--- config.mk ---
export PLATFORM = sky130hd
export DESIGN_NAME = multi_channel_event_timer_flat
export DESIGN_NICKNAME = d
export VERILOG_FILES = /design/src/hdl/mcet_pkg.sv /design/src/hdl/mcet_channels.sv /design/src/hdl/mcet_ram.sv /design/src/hdl/mcet_alu.sv /design/src/hdl/multi_channel_event_timer.sv /design/src/flat_wrapper.sv
export SDC_FILE = /design/constraint.sdc
export NUM_CORES = 2
export LEC_CHECK = 0
export BUFFER_PORTS_ARGS = -buffer_cell sky130_fd_sc_hd__buf_2
export CAP_MARGIN = 20
export CORE_ASPECT_RATIO = 1.1
export CORE_UTILIZATION = 35
export CTS_CLUSTER_DIAMETER = 80
export DETAILED_ROUTE_END_ITERATION = 10
export PLACE_DENSITY = 0.58
export SLEW_MARGIN = 5
export SYNTH_ARGS = -nofsm -noshare
export SYNTH_HDL_FRONTEND = slang
export SYNTH_HIERARCHICAL = 1
export SYNTH_SLANG_ARGS = --single-unit
--- constraint.sdc ---
create_clock -name clock -period 8.15 [get_ports clock]
set_input_delay 0.4075 -clock clock [delete_from_list [all_inputs] [get_ports clock]]
set_output_delay 0.4075 -clock clock [all_outputs]
set_load 0.01 [all_outputs]
--- src/hdl/mcet_pkg.sv ---
// Shared types and constants of the multi-channel event timer.
// Field widths, operation codes, slot record layout and the arithmetic unit's operand groups.
// Depends on nothing; mcet_channels.sv, mcet_alu and the top level refer to it, mcet_ram does not.
package mcet_pkg;

   localparam int OP_W           = 2;
   localparam int TIME_W         = 32;
   localparam int TAG_W          = 8;
   localparam int ID_W           = 5;
   localparam int NUM_TIMERS_DEF = 16;

   localparam logic [OP_W-1:0] OP_CREATE = 2'd0;
   localparam logic [OP_W-1:0] OP_REMOVE = 2'd1;
   localparam logic [OP_W-1:0] OP_TICK   = 2'd2;
   localparam logic [OP_W-1:0] OP_PAUSE  = 2'd3;

   localparam logic KIND_CREATED = 1'b0;
   localparam logic KIND_FIRED   = 1'b1;

   typedef struct packed {
      logic [TIME_W-1:0] interval;
      logic              periodic;
      logic [TAG_W-1:0]  tag;
   } slot_info_type;

   typedef struct packed {
      logic [TIME_W-1:0] add_a;
      logic [TIME_W-1:0] add_b;
      logic [TIME_W-1:0] sub_a;
      logic [TIME_W-1:0] sub_b;
   } alu_in_type;

   typedef struct packed {
      logic [TIME_W-1:0] add_sum;
      logic [TIME_W-1:0] sub_diff;
      logic              sub_gt;
   } alu_out_type;

endpackage

--- src/hdl/mcet_channels.sv ---
// Handshake channels of the event timer: the request channel and the response channel.
// Each carries valid, ready and one beat of payload; widths come from mcet_pkg.
interface mcet_req_if;
   logic                         valid;
   logic                         ready;
   logic [mcet_pkg::OP_W-1:0]    operation;
   logic [mcet_pkg::TIME_W-1:0]  now;
   logic [mcet_pkg::TIME_W-1:0]  amount;
   logic                         repeat_req;
   logic [mcet_pkg::TAG_W-1:0]   event_tag;
   logic [mcet_pkg::ID_W-1:0]    timer_id;

   modport source (output valid, output operation, output now, output amount,
                   output repeat_req, output event_tag, output timer_id, input ready);
   modport sink (input valid, input operation, input now, input amount,
                 input repeat_req, input event_tag, input timer_id, output ready);
endinterface

interface mcet_rsp_if;
   logic                        valid;
   logic                        ready;
   logic                        kind;
   logic [mcet_pkg::ID_W-1:0]   fired_id;
   logic [mcet_pkg::TAG_W-1:0]  tag_out;
   logic                        last;

   modport source (output valid, output kind, output fired_id, output tag_out,
                   output last, input ready);
   modport sink (input valid, input kind, input fired_id, input tag_out,
                 input last, output ready);
endinterface

--- src/hdl/mcet_ram.sv ---
// Generic single-write, single-read RAM with a registered read port.
// Holds the per-slot records of the event timer; no dependencies.
module mcet_ram #(
   parameter int WIDTH = 8,
   parameter int DEPTH = 16
) (
   input  logic                     clock,
   input  logic                     wr_en,
   input  logic [$clog2(DEPTH)-1:0] wr_addr,
   input  logic [WIDTH-1:0]         wr_data,
   input  logic                     rd_en,
   input  logic [$clog2(DEPTH)-1:0] rd_addr,
   output logic [WIDTH-1:0]         rd_data
);

   logic [WIDTH-1:0] mem_ff [DEPTH];
   logic [WIDTH-1:0] rd_data_ff;

   always_ff @(posedge clock) begin
      if (wr_en) begin
         mem_ff[wr_addr] <= wr_data;
      end
      if (rd_en) begin
         rd_data_ff <= mem_ff[rd_addr];
      end
   end

   assign rd_data = rd_data_ff;

endmodule

--- src/hdl/mcet_alu.sv ---
// Shared time arithmetic of the event timer: a saturating adder and a clamping subtractor.
// The subtractor also gives the strict greater-than used by the slot scan. Uses mcet_pkg.
module mcet_alu (
   input  mcet_pkg::alu_in_type  alu_in,
   output mcet_pkg::alu_out_type alu_out
);

   localparam int TIME_W = mcet_pkg::TIME_W;

   logic [TIME_W:0] sum;
   logic [TIME_W:0] diff;

   always_comb begin
      sum  = {1'b0, alu_in.add_a} + {1'b0, alu_in.add_b};
      diff = {1'b0, alu_in.sub_a} - {1'b0, alu_in.sub_b};
      alu_out.add_sum  = sum[TIME_W] ? {TIME_W{1'b1}} : sum[TIME_W-1:0];
      alu_out.sub_diff = diff[TIME_W] ? '0 : diff[TIME_W-1:0];
      alu_out.sub_gt   = !diff[TIME_W] && (diff[TIME_W-1:0] != '0);
   end

endmodule

--- src/hdl/multi_channel_event_timer.sv ---
// Multi-channel event timer: a table of one-shot and periodic timer slots.
// Uses mcet_pkg, the channels in mcet_channels.sv, mcet_ram and mcet_alu.
//
// Requests arrive as beats on req and results leave as beats on rsp. A create beat
// answers one beat with the new id and tag, passing through the create state and the
// output register. Remove and pause beats give no result. A tick beat scans the slots
// in index order, one slot per cycle unless a stalled receiver holds it, through one
// shared adder and comparator, then hands the final beat to the output register in the
// flush state; every due timer yields a beat, the final one marked by last.
// The block takes one request at a time; req.ready is high only between requests.
// Results leave through an output register, and one due timer waits in a holding
// register so that the last flag can be set once the scan is complete. When the
// receiver stalls, the scan halts at the next due timer until the output register frees.
// Reset frees all slots and clears the id counter and the pause offset; no clearing
// pass is needed, so a request is accepted in the first cycle after reset.
module multi_channel_event_timer #(
   parameter int NUM_TIMERS = mcet_pkg::NUM_TIMERS_DEF
) (
   input logic         clock,
   input logic         reset,
   mcet_req_if.sink    req,
   mcet_rsp_if.source  rsp
);

   localparam int TIME_W = mcet_pkg::TIME_W;
   localparam int TAG_W  = mcet_pkg::TAG_W;
   localparam int ID_W   = mcet_pkg::ID_W;
   localparam int IDX_W  = $clog2(NUM_TIMERS);
   localparam int CNT_W  = $clog2(NUM_TIMERS + 1);
   localparam int INFO_W = $bits(mcet_pkg::slot_info_type);

   localparam logic [1:0] ST_IDLE   = 2'd0;
   localparam logic [1:0] ST_CREATE = 2'd1;
   localparam logic [1:0] ST_SCAN   = 2'd2;
   localparam logic [1:0] ST_FLUSH  = 2'd3;

   logic [1:0]            state_ff, state_in;
   logic [TIME_W-1:0]     cur_ff, cur_in;
   logic [TIME_W-1:0]     amount_ff, amount_in;
   logic                  repeat_ff, repeat_in;
   logic [TAG_W-1:0]      tag_ff, tag_in;
   logic [TIME_W-1:0]     pause_ff, pause_in;
   logic [CNT_W-1:0]      last_id_ff, last_id_in;
   logic [NUM_TIMERS-1:0] valid_ff, valid_in;
   logic [IDX_W-1:0]      idx_ff, idx_in;
   logic                  held_valid_ff, held_valid_in;
   logic [ID_W-1:0]       held_id_ff, held_id_in;
   logic [TAG_W-1:0]      held_tag_ff, held_tag_in;
   logic                  out_valid_ff, out_valid_in;
   logic                  out_kind_ff, out_kind_in;
   logic [ID_W-1:0]       out_id_ff, out_id_in;
   logic [TAG_W-1:0]      out_tag_ff, out_tag_in;
   logic                  out_last_ff, out_last_in;

   logic                  ram_rd_en;
   logic [IDX_W-1:0]      ram_rd_addr;
   logic [IDX_W-1:0]      ram_wr_addr;
   logic                  tgt_wr_en;
   logic [TIME_W-1:0]     tgt_wr_data;
   logic [TIME_W-1:0]     tgt_rd_data;
   logic                  info_wr_en;
   logic [INFO_W-1:0]     info_wr_data;
   logic [INFO_W-1:0]     info_rd_data;
   mcet_pkg::slot_info_type rd_info;
   mcet_pkg::slot_info_type new_info;

   mcet_pkg::alu_in_type  alu_in;
   mcet_pkg::alu_out_type alu_out;

   logic                  req_take;
   logic                  out_free;
   logic [CNT_W-1:0]      next_id;
   logic                  fire;
   logic                  advance;

   mcet_alu u_alu (
      .alu_in  (alu_in),
      .alu_out (alu_out)
   );

   mcet_ram #(.WIDTH(TIME_W), .DEPTH(NUM_TIMERS)) u_target_ram (
      .clock   (clock),
      .wr_en   (tgt_wr_en),
      .wr_addr (ram_wr_addr),
      .wr_data (tgt_wr_data),
      .rd_en   (ram_rd_en),
      .rd_addr (ram_rd_addr),
      .rd_data (tgt_rd_data)
   );

   mcet_ram #(.WIDTH(INFO_W), .DEPTH(NUM_TIMERS)) u_info_ram (
      .clock   (clock),
      .wr_en   (info_wr_en),
      .wr_addr (ram_wr_addr),
      .wr_data (info_wr_data),
      .rd_en   (ram_rd_en),
      .rd_addr (ram_rd_addr),
      .rd_data (info_rd_data)
   );

   assign req.ready    = (state_ff == ST_IDLE);
   assign rsp.valid    = out_valid_ff;
   assign rsp.kind     = out_kind_ff;
   assign rsp.fired_id = out_id_ff;
   assign rsp.tag_out  = out_tag_ff;
   assign rsp.last     = out_last_ff;

   assign req_take = req.valid && req.ready;
   assign out_free = !out_valid_ff || rsp.ready;
   assign next_id  = (last_id_ff == CNT_W'(NUM_TIMERS)) ? CNT_W'(1) : CNT_W'(last_id_ff + 1'b1);
   assign rd_info  = mcet_pkg::slot_info_type'(info_rd_data);
   assign fire     = valid_ff[idx_ff] && alu_out.sub_gt;
   assign advance  = !(fire && held_valid_ff && !out_free);

   always_comb begin
      new_info.interval = amount_ff;
      new_info.periodic = repeat_ff;
      new_info.tag      = tag_ff;
      info_wr_data      = INFO_W'(new_info);
   end

   // Operand selection for the shared unit.
   always_comb begin
      alu_in.add_a = pause_ff;
      alu_in.add_b = req.amount;
      alu_in.sub_a = req.now;
      alu_in.sub_b = pause_ff;
      case (state_ff)
         ST_CREATE: begin
            alu_in.add_a = cur_ff;
            alu_in.add_b = amount_ff;
         end
         ST_SCAN: begin
            alu_in.add_a = tgt_rd_data;
            alu_in.add_b = rd_info.interval;
            alu_in.sub_a = cur_ff;
            alu_in.sub_b = tgt_rd_data;
         end
         default: begin
         end
      endcase
   end

   always_comb begin
      state_in      = state_ff;
      cur_in        = cur_ff;
      amount_in     = amount_ff;
      repeat_in     = repeat_ff;
      tag_in        = tag_ff;
      pause_in      = pause_ff;
      last_id_in    = last_id_ff;
      valid_in      = valid_ff;
      idx_in        = idx_ff;
      held_valid_in = held_valid_ff;
      held_id_in    = held_id_ff;
      held_tag_in   = held_tag_ff;
      out_valid_in  = out_valid_ff && !rsp.ready;
      out_kind_in   = out_kind_ff;
      out_id_in     = out_id_ff;
      out_tag_in    = out_tag_ff;
      out_last_in   = out_last_ff;
      ram_rd_en     = 1'b0;
      ram_rd_addr   = idx_ff;
      ram_wr_addr   = idx_ff;
      tgt_wr_en     = 1'b0;
      tgt_wr_data   = alu_out.add_sum;
      info_wr_en    = 1'b0;

      case (state_ff)
         ST_IDLE: begin
            // Slot zero is read ahead so that a scan starts at once.
            ram_rd_en   = 1'b1;
            ram_rd_addr = '0;
            if (req_take) begin
               case (req.operation)
                  mcet_pkg::OP_CREATE: begin
                     cur_in    = alu_out.sub_diff;
                     amount_in = req.amount;
                     repeat_in = req.repeat_req;
                     tag_in    = req.event_tag;
                     state_in  = ST_CREATE;
                  end
                  mcet_pkg::OP_REMOVE: begin
                     if ((req.timer_id != '0) && (32'(req.timer_id) <= NUM_TIMERS)) begin
                        valid_in[IDX_W'(req.timer_id - 1'b1)] = 1'b0;
                     end
                  end
                  mcet_pkg::OP_TICK: begin
                     cur_in   = alu_out.sub_diff;
                     idx_in   = '0;
                     state_in = ST_SCAN;
                  end
                  mcet_pkg::OP_PAUSE: begin
                     pause_in = alu_out.add_sum;
                  end
                  default: begin
                  end
               endcase
            end
         end
         ST_CREATE: begin
            if (out_free) begin
               ram_wr_addr                      = IDX_W'(next_id - 1'b1);
               tgt_wr_en                        = 1'b1;
               info_wr_en                       = 1'b1;
               valid_in[IDX_W'(next_id - 1'b1)] = 1'b1;
               last_id_in                       = next_id;
               out_valid_in                     = 1'b1;
               out_kind_in                      = mcet_pkg::KIND_CREATED;
               out_id_in                        = ID_W'(next_id);
               out_tag_in                       = tag_ff;
               out_last_in                      = 1'b1;
               state_in                         = ST_IDLE;
            end
         end
         ST_SCAN: begin
            if (advance) begin
               if (fire) begin
                  if (held_valid_ff) begin
                     out_valid_in = 1'b1;
                     out_kind_in  = mcet_pkg::KIND_FIRED;
                     out_id_in    = held_id_ff;
                     out_tag_in   = held_tag_ff;
                     out_last_in  = 1'b0;
                  end
                  held_valid_in = 1'b1;
                  held_id_in    = ID_W'(CNT_W'(idx_ff) + 1'b1);
                  held_tag_in   = rd_info.tag;
                  if (rd_info.periodic) begin
                     tgt_wr_en = 1'b1;
                  end else begin
                     valid_in[idx_ff] = 1'b0;
                  end
               end
               if (idx_ff == IDX_W'(NUM_TIMERS - 1)) begin
                  state_in = ST_FLUSH;
               end else begin
                  idx_in      = IDX_W'(idx_ff + 1'b1);
                  ram_rd_en   = 1'b1;
                  ram_rd_addr = IDX_W'(idx_ff + 1'b1);
               end
            end
         end
         ST_FLUSH: begin
            if (!held_valid_ff) begin
               state_in = ST_IDLE;
            end else if (out_free) begin
               out_valid_in  = 1'b1;
               out_kind_in   = mcet_pkg::KIND_FIRED;
               out_id_in     = held_id_ff;
               out_tag_in    = held_tag_ff;
               out_last_in   = 1'b1;
               held_valid_in = 1'b0;
               state_in      = ST_IDLE;
            end
         end
         default: begin
            state_in = ST_IDLE;
         end
      endcase
   end

   always_ff @(posedge clock) begin
      if (reset) begin
         state_ff      <= ST_IDLE;
         pause_ff      <= '0;
         last_id_ff    <= '0;
         valid_ff      <= '0;
         idx_ff        <= '0;
         held_valid_ff <= 1'b0;
         out_valid_ff  <= 1'b0;
      end else begin
         state_ff      <= state_in;
         pause_ff      <= pause_in;
         last_id_ff    <= last_id_in;
         valid_ff      <= valid_in;
         idx_ff        <= idx_in;
         held_valid_ff <= held_valid_in;
         out_valid_ff  <= out_valid_in;
      end
   end

   always_ff @(posedge clock) begin
      cur_ff      <= cur_in;
      amount_ff   <= amount_in;
      repeat_ff   <= repeat_in;
      tag_ff      <= tag_in;
      held_id_ff  <= held_id_in;
      held_tag_ff <= held_tag_in;
      out_kind_ff <= out_kind_in;
      out_id_ff   <= out_id_in;
      out_tag_ff  <= out_tag_in;
      out_last_ff <= out_last_in;
   end

`ifndef ASSERT_OFF
   a_idle_no_held: assert property (@(posedge clock) disable iff (reset)
      (state_ff == ST_IDLE) |-> !held_valid_ff)
      else $error("holding register still full between requests");

   a_stall_reason: assert property (@(posedge clock) disable iff (reset)
      (state_ff == ST_SCAN && !advance) |-> (held_valid_ff && out_valid_ff && !rsp.ready))
      else $error("scan stalled without a full output path");

   a_create_last: assert property (@(posedge clock) disable iff (reset)
      (out_valid_ff && out_kind_ff == mcet_pkg::KIND_CREATED) |-> out_last_ff)
      else $error("create answer beat without last");

   a_id_range: assert property (@(posedge clock) disable iff (reset)
      32'(last_id_ff) <= NUM_TIMERS)
      else $error("issued id beyond the slot count");

   a_create_next: assert property (@(posedge clock) disable iff (reset)
      (req_take && req.operation == mcet_pkg::OP_CREATE) |=> (state_ff == ST_CREATE))
      else $error("accepted create did not start");
`endif

endmodule
--- src/flat_wrapper.sv ---
// flat-port wrapper written by rule: the top's interface ports become plain ports
module multi_channel_event_timer_flat 
#(
   parameter int NUM_TIMERS = mcet_pkg::NUM_TIMERS_DEF
)
  (clock, reset, req_valid, req_operation, req_now, req_amount, req_repeat_req, req_event_tag, req_timer_id, req_ready, rsp_valid, rsp_kind, rsp_fired_id, rsp_tag_out, rsp_last, rsp_ready);
  mcet_req_if req_i ();
  mcet_rsp_if rsp_i ();
  input logic clock;
  input logic reset;
  input wire logic [$bits(req_i.valid)-1:0] req_valid;
  input wire logic [$bits(req_i.operation)-1:0] req_operation;
  input wire logic [$bits(req_i.now)-1:0] req_now;
  input wire logic [$bits(req_i.amount)-1:0] req_amount;
  input wire logic [$bits(req_i.repeat_req)-1:0] req_repeat_req;
  input wire logic [$bits(req_i.event_tag)-1:0] req_event_tag;
  input wire logic [$bits(req_i.timer_id)-1:0] req_timer_id;
  output wire logic [$bits(req_i.ready)-1:0] req_ready;
  output wire logic [$bits(rsp_i.valid)-1:0] rsp_valid;
  output wire logic [$bits(rsp_i.kind)-1:0] rsp_kind;
  output wire logic [$bits(rsp_i.fired_id)-1:0] rsp_fired_id;
  output wire logic [$bits(rsp_i.tag_out)-1:0] rsp_tag_out;
  output wire logic [$bits(rsp_i.last)-1:0] rsp_last;
  input wire logic [$bits(rsp_i.ready)-1:0] rsp_ready;
  assign req_i.valid = req_valid;
  assign req_i.operation = req_operation;
  assign req_i.now = req_now;
  assign req_i.amount = req_amount;
  assign req_i.repeat_req = req_repeat_req;
  assign req_i.event_tag = req_event_tag;
  assign req_i.timer_id = req_timer_id;
  assign req_ready = req_i.ready;
  assign rsp_valid = rsp_i.valid;
  assign rsp_kind = rsp_i.kind;
  assign rsp_fired_id = rsp_i.fired_id;
  assign rsp_tag_out = rsp_i.tag_out;
  assign rsp_last = rsp_i.last;
  assign rsp_i.ready = rsp_ready;
  multi_channel_event_timer #(.NUM_TIMERS(NUM_TIMERS)) u_core (.clock(clock), .reset(reset), .req(req_i), .rsp(rsp_i));
endmodule
# [Word level (Yosys, flattened, before mapping)]
# Memories as Yosys holds them, arrays and structs flattened. A register that Yosys moved wholly into a read port is not among the register bits.
# Cells that the tools add are included.
# Widths: inputs -> output; s select.
[word_totals] register_bits=162 ram_bits=1168 output_inout_bits=17 memories=2
[classes] addsub=7 order_cmp=7 eq_ne=21 mux=86 n_bitwise=6 n_reduce_logical=35
[mem_list] name="u_core.u_info_ram.mem_ff" words=16 word_bits=41 rd=1 rd_ports_with_merged_regs=1 wr=1 line="mcet_ram.sv:16" rtl="logic [WIDTH-1:0] mem_ff [DEPTH];"
[mem_list] name="u_core.u_target_ram.mem_ff" words=16 word_bits=32 rd=1 rd_ports_with_merged_regs=1 wr=1 line="mcet_ram.sv:16"
[op_table] cell="$pmux 64 s2" n=1
[op_table] cell="$mux 16" n=7
[op_table] cell="$mux 64" n=1
[op_table] cell="$mux 8" n=6
[op_table] cell="$pmux 16 s3" n=1
[op_table] cell="$mux 1" n=35
[op_table] cell="$mux 5" n=7
[op_table] cell="$add 32x32->33" n=1
[op_table] cell="$sub 32x32->33" n=1
[op_table] cell="$and 16x16->16" n=2
[op_table] cell="$mux 32" n=1
[op_table] cell="$not 16->16" n=2
[op_table] cell="$reduce_bool 32->1" n=1
[op_table] cell="$mux 4" n=6
[op_table] cell="$pmux 8 s3" n=1
[op_table] cell="$reduce_and 3->1" n=6
[op_table] cell="$or 16x16->16" n=1
[op_table] cell="$pmux 4 s2" n=2
[op_table] cell="$lt 4x5->1 const B" n=3
[op_table] cell="$pmux 5 s3" n=1
[op_table] cell="$demux 1 s4" n=3
[op_table] cell="$ge 4x1->1 const B" n=3
[op_table] cell="$ne 2x1->1 const B" n=6
[op_table] cell="$ne 2x2->1 const B" n=6
[op_table] cell="30 further kinds" n=58

# [Depth between registers and ports, before layout]
[depth] word_depth=12 mapped_depth=33 ltp_nobuf=26

# [Hierarchy]
# The synthesis kept the hierarchy.
[by_module_without_submodules] mod="mcet_ram (u_core.u_info_ram)" instances=1 cells_per_inst=1066 area_each_um2=25779.7
[by_module_without_submodules] mod="mcet_ram (u_core.u_target_ram)" instances=1 cells_per_inst=838 area_each_um2=20155.6
[by_module_without_submodules] mod="multi_channel_event_timer" instances=1 cells_per_inst=874 area_each_um2=8672.1
[by_module_without_submodules] mod="mcet_alu" instances=1 cells_per_inst=596 area_each_um2=3877.5

# [Worst setup path before layout]
# No wires, ideal clock.
[synth_timing] kind="reg2reg" from="register u_core.state_ff[0]" to="memory u_core/u_target_ram/mem_ff[0][0] (netlist bit), enable pin" setup_time_ns=0.461 arrival_ns=8.041 required_time_ns=7.689 path_slack_ns=-0.352 stages_incl_launch_ff=29 n_path_buf=3 synth_period_minus_slack_ns=8.502 path_cell_list="dfxtp_1 inv_1 ha_1 clkbuf_1 clkbuf_1 clkbuf_1 mux2_1 inv_1 ha_1 inv_1 fa_1 a21o_1 a221o_1 a41o_1 and4_1 or4_1 xnor2_1 nor4_1 nand4_1 nor4bb_1 a41oi_1 nand2_1 a21oi_1 nand4_2 nand2_1 a31oi_1 nor2b_1 or3b_2 nor3_1"
[synth_rtl] item="start: declaration" line="multi_channel_event_timer.sv:37" rtl="logic [1:0] state_ff, state_in;"
[synth_rtl] item="start signal: assignment" line="multi_channel_event_timer.sv:273" rtl="state_ff <= state_in;"
[synth_rtl] item="end: declaration" line="mcet_ram.sv:16"

==> flow_metrics.py <==
metrics = {
    "drt": {
        "wl_per_cell_um": 25.9,
        "postRouteAntennaNets": 0,
        "wirelength_mm": 154,
        "vias": 32400,
        "avgViaCountPerCell": 5.45,
        "dr.pass1.iters": 6,
        "drc": 0,
        "first_iter_violations": 3080,
    },
    "timing": {
        "fmax_mhz": 130,
        "fin_skew_ns": 0.0322,
        "slew_headroom_pct": 23.1,
        "period_share_pct": 94.4,
        "hold_viol": 0,
        "holdWs_ns": 0.0889,
        "tightest_slew_ns": 1.15,
        "finalSetupViolCount": 0,
        "maxSlewViolCount": 0,
        "tns_ns": 0,
        "timing.final.crit_period_ns": 7.69,
        "rsz0062_at_grt": "false",
        "worst_slack_ns": 0.456,
    },
    "grt": {
        "grt_usage_pct": 18.1,
        "antenna_found_initial": 12,
        "grt_pass1_vias": 32500,
        "grt_start_max_net_pins": 87,
        "grt_pass1_wl_mm": 223,
        "grt_overflow": 0,
    },
    "logic_synthesis": {
        "synth_area_leader_cell": "edfxtp_1",
        "synth_edf_count": 1342,
        "synth_most_common_cell": "edfxtp_1",
        "synth_area_leaders": "edfxtp_1 (69%), mux4_2 (11%), a22oi_1 (2.7%)",
        "synth_common_cells": "edfxtp_1 (1,342), mux4_2 (292), nand2_1 (247)",
        "ys.flop_type": "edfxtp_1",
        "synthDominantCellAreaShare_pct": 68.9,
        "syn_inst": 3374,
        "synth-seq-cells": 1403,
        "synth_nets": 3539,
        "yosysWarnings": 6,
        "synthArstFlopShare_pct": 0,
        "ys_types": 84,
        "synth_area_um2": 58500,
        "ys_seq_area_share_pct": 71.0,
        "postSynthAreaPerCell_um2": 17.3,
    },
    "clocking": {
        "clkSlewWorstSetupHoldPaths_ns": 0.06,
        "cts_buffers": 150,
        "clock_path_buffers": 3,
        "cts_tree": "done",
        "cts_sinks": 1403,
        "htree_levels": 4,
        "cts-root-buf": "clkbuf_16",
        "clk_latency_ns": 0.78,
    },
    "hold_path": {
        "worstHoldPathType": "in2reg",
        "hold_end": "u_core/valid_ff[7]$_SDFFE_PP0P_",
        "hold_depth": 3,
        "worstHoldStart": "req_timer_id[2]",
    },
    "setup_path": {
        "r2r_slack_ns": 0.46,
        "path_buf_inv": 5,
        "end_kind": "flop",
        "rr_endpoint": "u_core/u_info_ram/rd_data[40]$_DFFE_PP_",
        "path_max_fanout": 30,
        "critical_path_arrival_ns": 8.22,
        "r2r_start": "u_core/state_ff[0]$_SDFFE_PP0P_",
        "required_ns": 8.67,
        "worstSetupPathType": "reg2reg",
        "crit_path_top_delay_cell": "mux4_2",
        "critical-path-top-delay-family": "simple AND/OR/NAND/NOR gates",
        "max_stage_delay_ns": 0.55,
        "worstRegToRegCells": 28,
        "critPathLaunchType": "flop",
    },
    "flow_run": {
        "maxCapViolations": 0,
    },
    "die": {
        "die-area_um2": 169000,
        "core_um2": 165000,
        "chipWidth_um": 392,
        "io_pins": 101,
        "row_count": 156,
        "initial_utilization_pct": 35.4,
        "dieHeight_um": 431,
    },
    "cells_and_area": {
        "final_area_um2": 67900,
        "drive_gt1_share_pct": 22.1,
        "area_delta_synth_final_pct": 16.0,
        "nets": 3777,
    },
    "power_and_ir_drop": {
        "p_leak_nw": 21.5,
        "vdd_drop_max_v": 0.000392,
        "power_density_nw_per_um2": 453,
        "p_total_mw": 30.7,
    },
    "run_status": {
        "outcome": "finished clean",
    },
    "place": {
        "gp_congestion": 0.828,
        "place_ws_ns": 0.270,
        "dpl.hpwl_mm": 88.1,
        "placed_area_um2": 62600,
        "io_buffers": 100,
    },
}
[metrics by stage]
| stage | utilization, % | instances |
|---|---|---|
| 2_1_floorplan | - | 3374 |
| 5_1_grt | 41.1 | 5939 |
| 3_5_place_dp | 37.9 | 5621 |
| 4_1_cts | 41.0 | 5929 |
| 6_report | 41.1 | 5943 |
| 3_3_place_gp | 37.9 | 5621 |
[cell type report]
| type | instances | area (µm²) |
|---|---|---|
| inverter | 69 | 259 |
| antenna | 4 | 10.0 |
| clock inverter | 76 | 682 |
| multi-input combinational | 1717 | 16300 |
| tap | 2212 | 2770 |
| fill | 14700 | 97300 |
| timing repair buffer | 271 | 2350 |
| sequential | 1403 | 41500 |
| clock buffer | 191 | 3990 |
[per-layer routing]
layer | global-route usage, % | vias up | wire [µm]
met5 | 0 | - | 13
met4 | 4.73 | 2 | 3130
met3 | 2.46 | 204 | 9290
met2 | 30.2 | 1127 | 75900
met1 | 25.0 | 16900 | 65800
li1 | - | 14100 | -
[cells by family (layout without fill, tap and decap cells)]
family	count (synthesis)	count (layout)	share of synthesized area [%]
other	0	4	0
multiplexers	378	378	12.9
AO/OA/AOI/OAI	607	607	7.10
buffers and inverters	254	607	1.87
XOR/XNOR	56	56	0.839
AND/OR/NAND/NOR	595	595	4.56
adder cells (fa/ha/maj)	81	81	1.76
flip-flops	1403	1403	71.0
[report_power, final]
part           total (mW)  internal [mW]  switching [mW]
sequential           12.3           11.9           0.390
clock                6.51           3.66            2.84
combinational        11.9           3.95            7.98
[state kept, by name (all words and copies together), names as in the netlist, 8 cells and up]
register and flops:
u_core/u_info_ram/mem_ff 656, u_core/u_target_ram/mem_ff 512, u_core/u_info_ram/rd_data 41, u_core/amount_ff 32
u_core/cur_ff 32, u_core/pause_ff 32, u_core/u_target_ram/rd_data 32, u_core/valid_ff 16
u_core/held_tag_ff 8, u_core/rsp.tag_out 8, u_core/tag_ff 8
[worst reg2reg max path, delay by kind of cell (launching register included)]
family          cells  cell delay (ns)
compound gates      7             1.85
xor+xnor            1             0.16
fa+ha+maj           3             0.81
buf+inv             5             0.99
flops               1             0.44
mux                 2             0.81
simple gates       10             2.36
[how the worst max path moves through the flow]
stage | startpoint | end | slack (ns) | cells past startpoint
floorplan | u_core/state_ff[0]$_SDFFE_PP0P_ | u_core/u_info_ram/rd_data[0]$_DFFE_PP_ | 0.49 | 27
global placement | u_core/state_ff[0]$_SDFFE_PP0P_ | u_core/u_target_ram/rd_data[2]$_DFFE_PP_ | 0.35 | 28
detailed placement | u_core/state_ff[0]$_SDFFE_PP0P_ | u_core/u_target_ram/rd_data[2]$_DFFE_PP_ | 0.27 | 28
CTS | u_core/state_ff[0]$_SDFFE_PP0P_ | u_core/u_target_ram/rd_data[2]$_DFFE_PP_ | 0.23 | 28
global route | u_core/state_ff[0]$_SDFFE_PP0P_ | u_core/u_info_ram/rd_data[20]$_DFFE_PP_ | 0.03 | 27
finish | u_core/state_ff[0]$_SDFFE_PP0P_ | u_core/u_info_ram/rd_data[40]$_DFFE_PP_ | 0.46 | 28
[placed cells by master, fill, tap and decap left out, types with 10 or more instances in the layout]
cell type / instances
xnor2_1: 33
a211oi_1: 14
nand2_1: 245
clkinv_1: 27
nand4_1: 16
clkinv_2: 17
a31oi_1: 24
edfxtp_1: 1342
o21ai_1: 10
a22oi_1: 210
o221ai_1: 15
nand3_1: 20
buf_2: 100
nor2_4: 28
nor3_1: 24
buf_12: 29
ha_1: 76
xor2_1: 23
mux4_2: 292
o21ai_0: 43
inv_1: 65
a21o_1: 22
nor2_1: 148
a21oi_1: 170
nand2b_1: 18
clkbuf_1: 35
clkbuf_16: 154
o21a_1: 11
a211oi_2: 10
mux2_1: 66
mux2i_1: 11
dfxtp_1: 61
buf_4: 94
nor2b_1: 18
dlygate4sd3_1: 41
[repair_timing]
action                                  in CTS  in global routing
endpoints found under the setup margin       0                 69
hold buffers                                41                  0
resized for setup                            0                  7
setup buffers                                0                  7
endpoints found under the hold margin       41                  0
(Power assumes the default switching activity.)
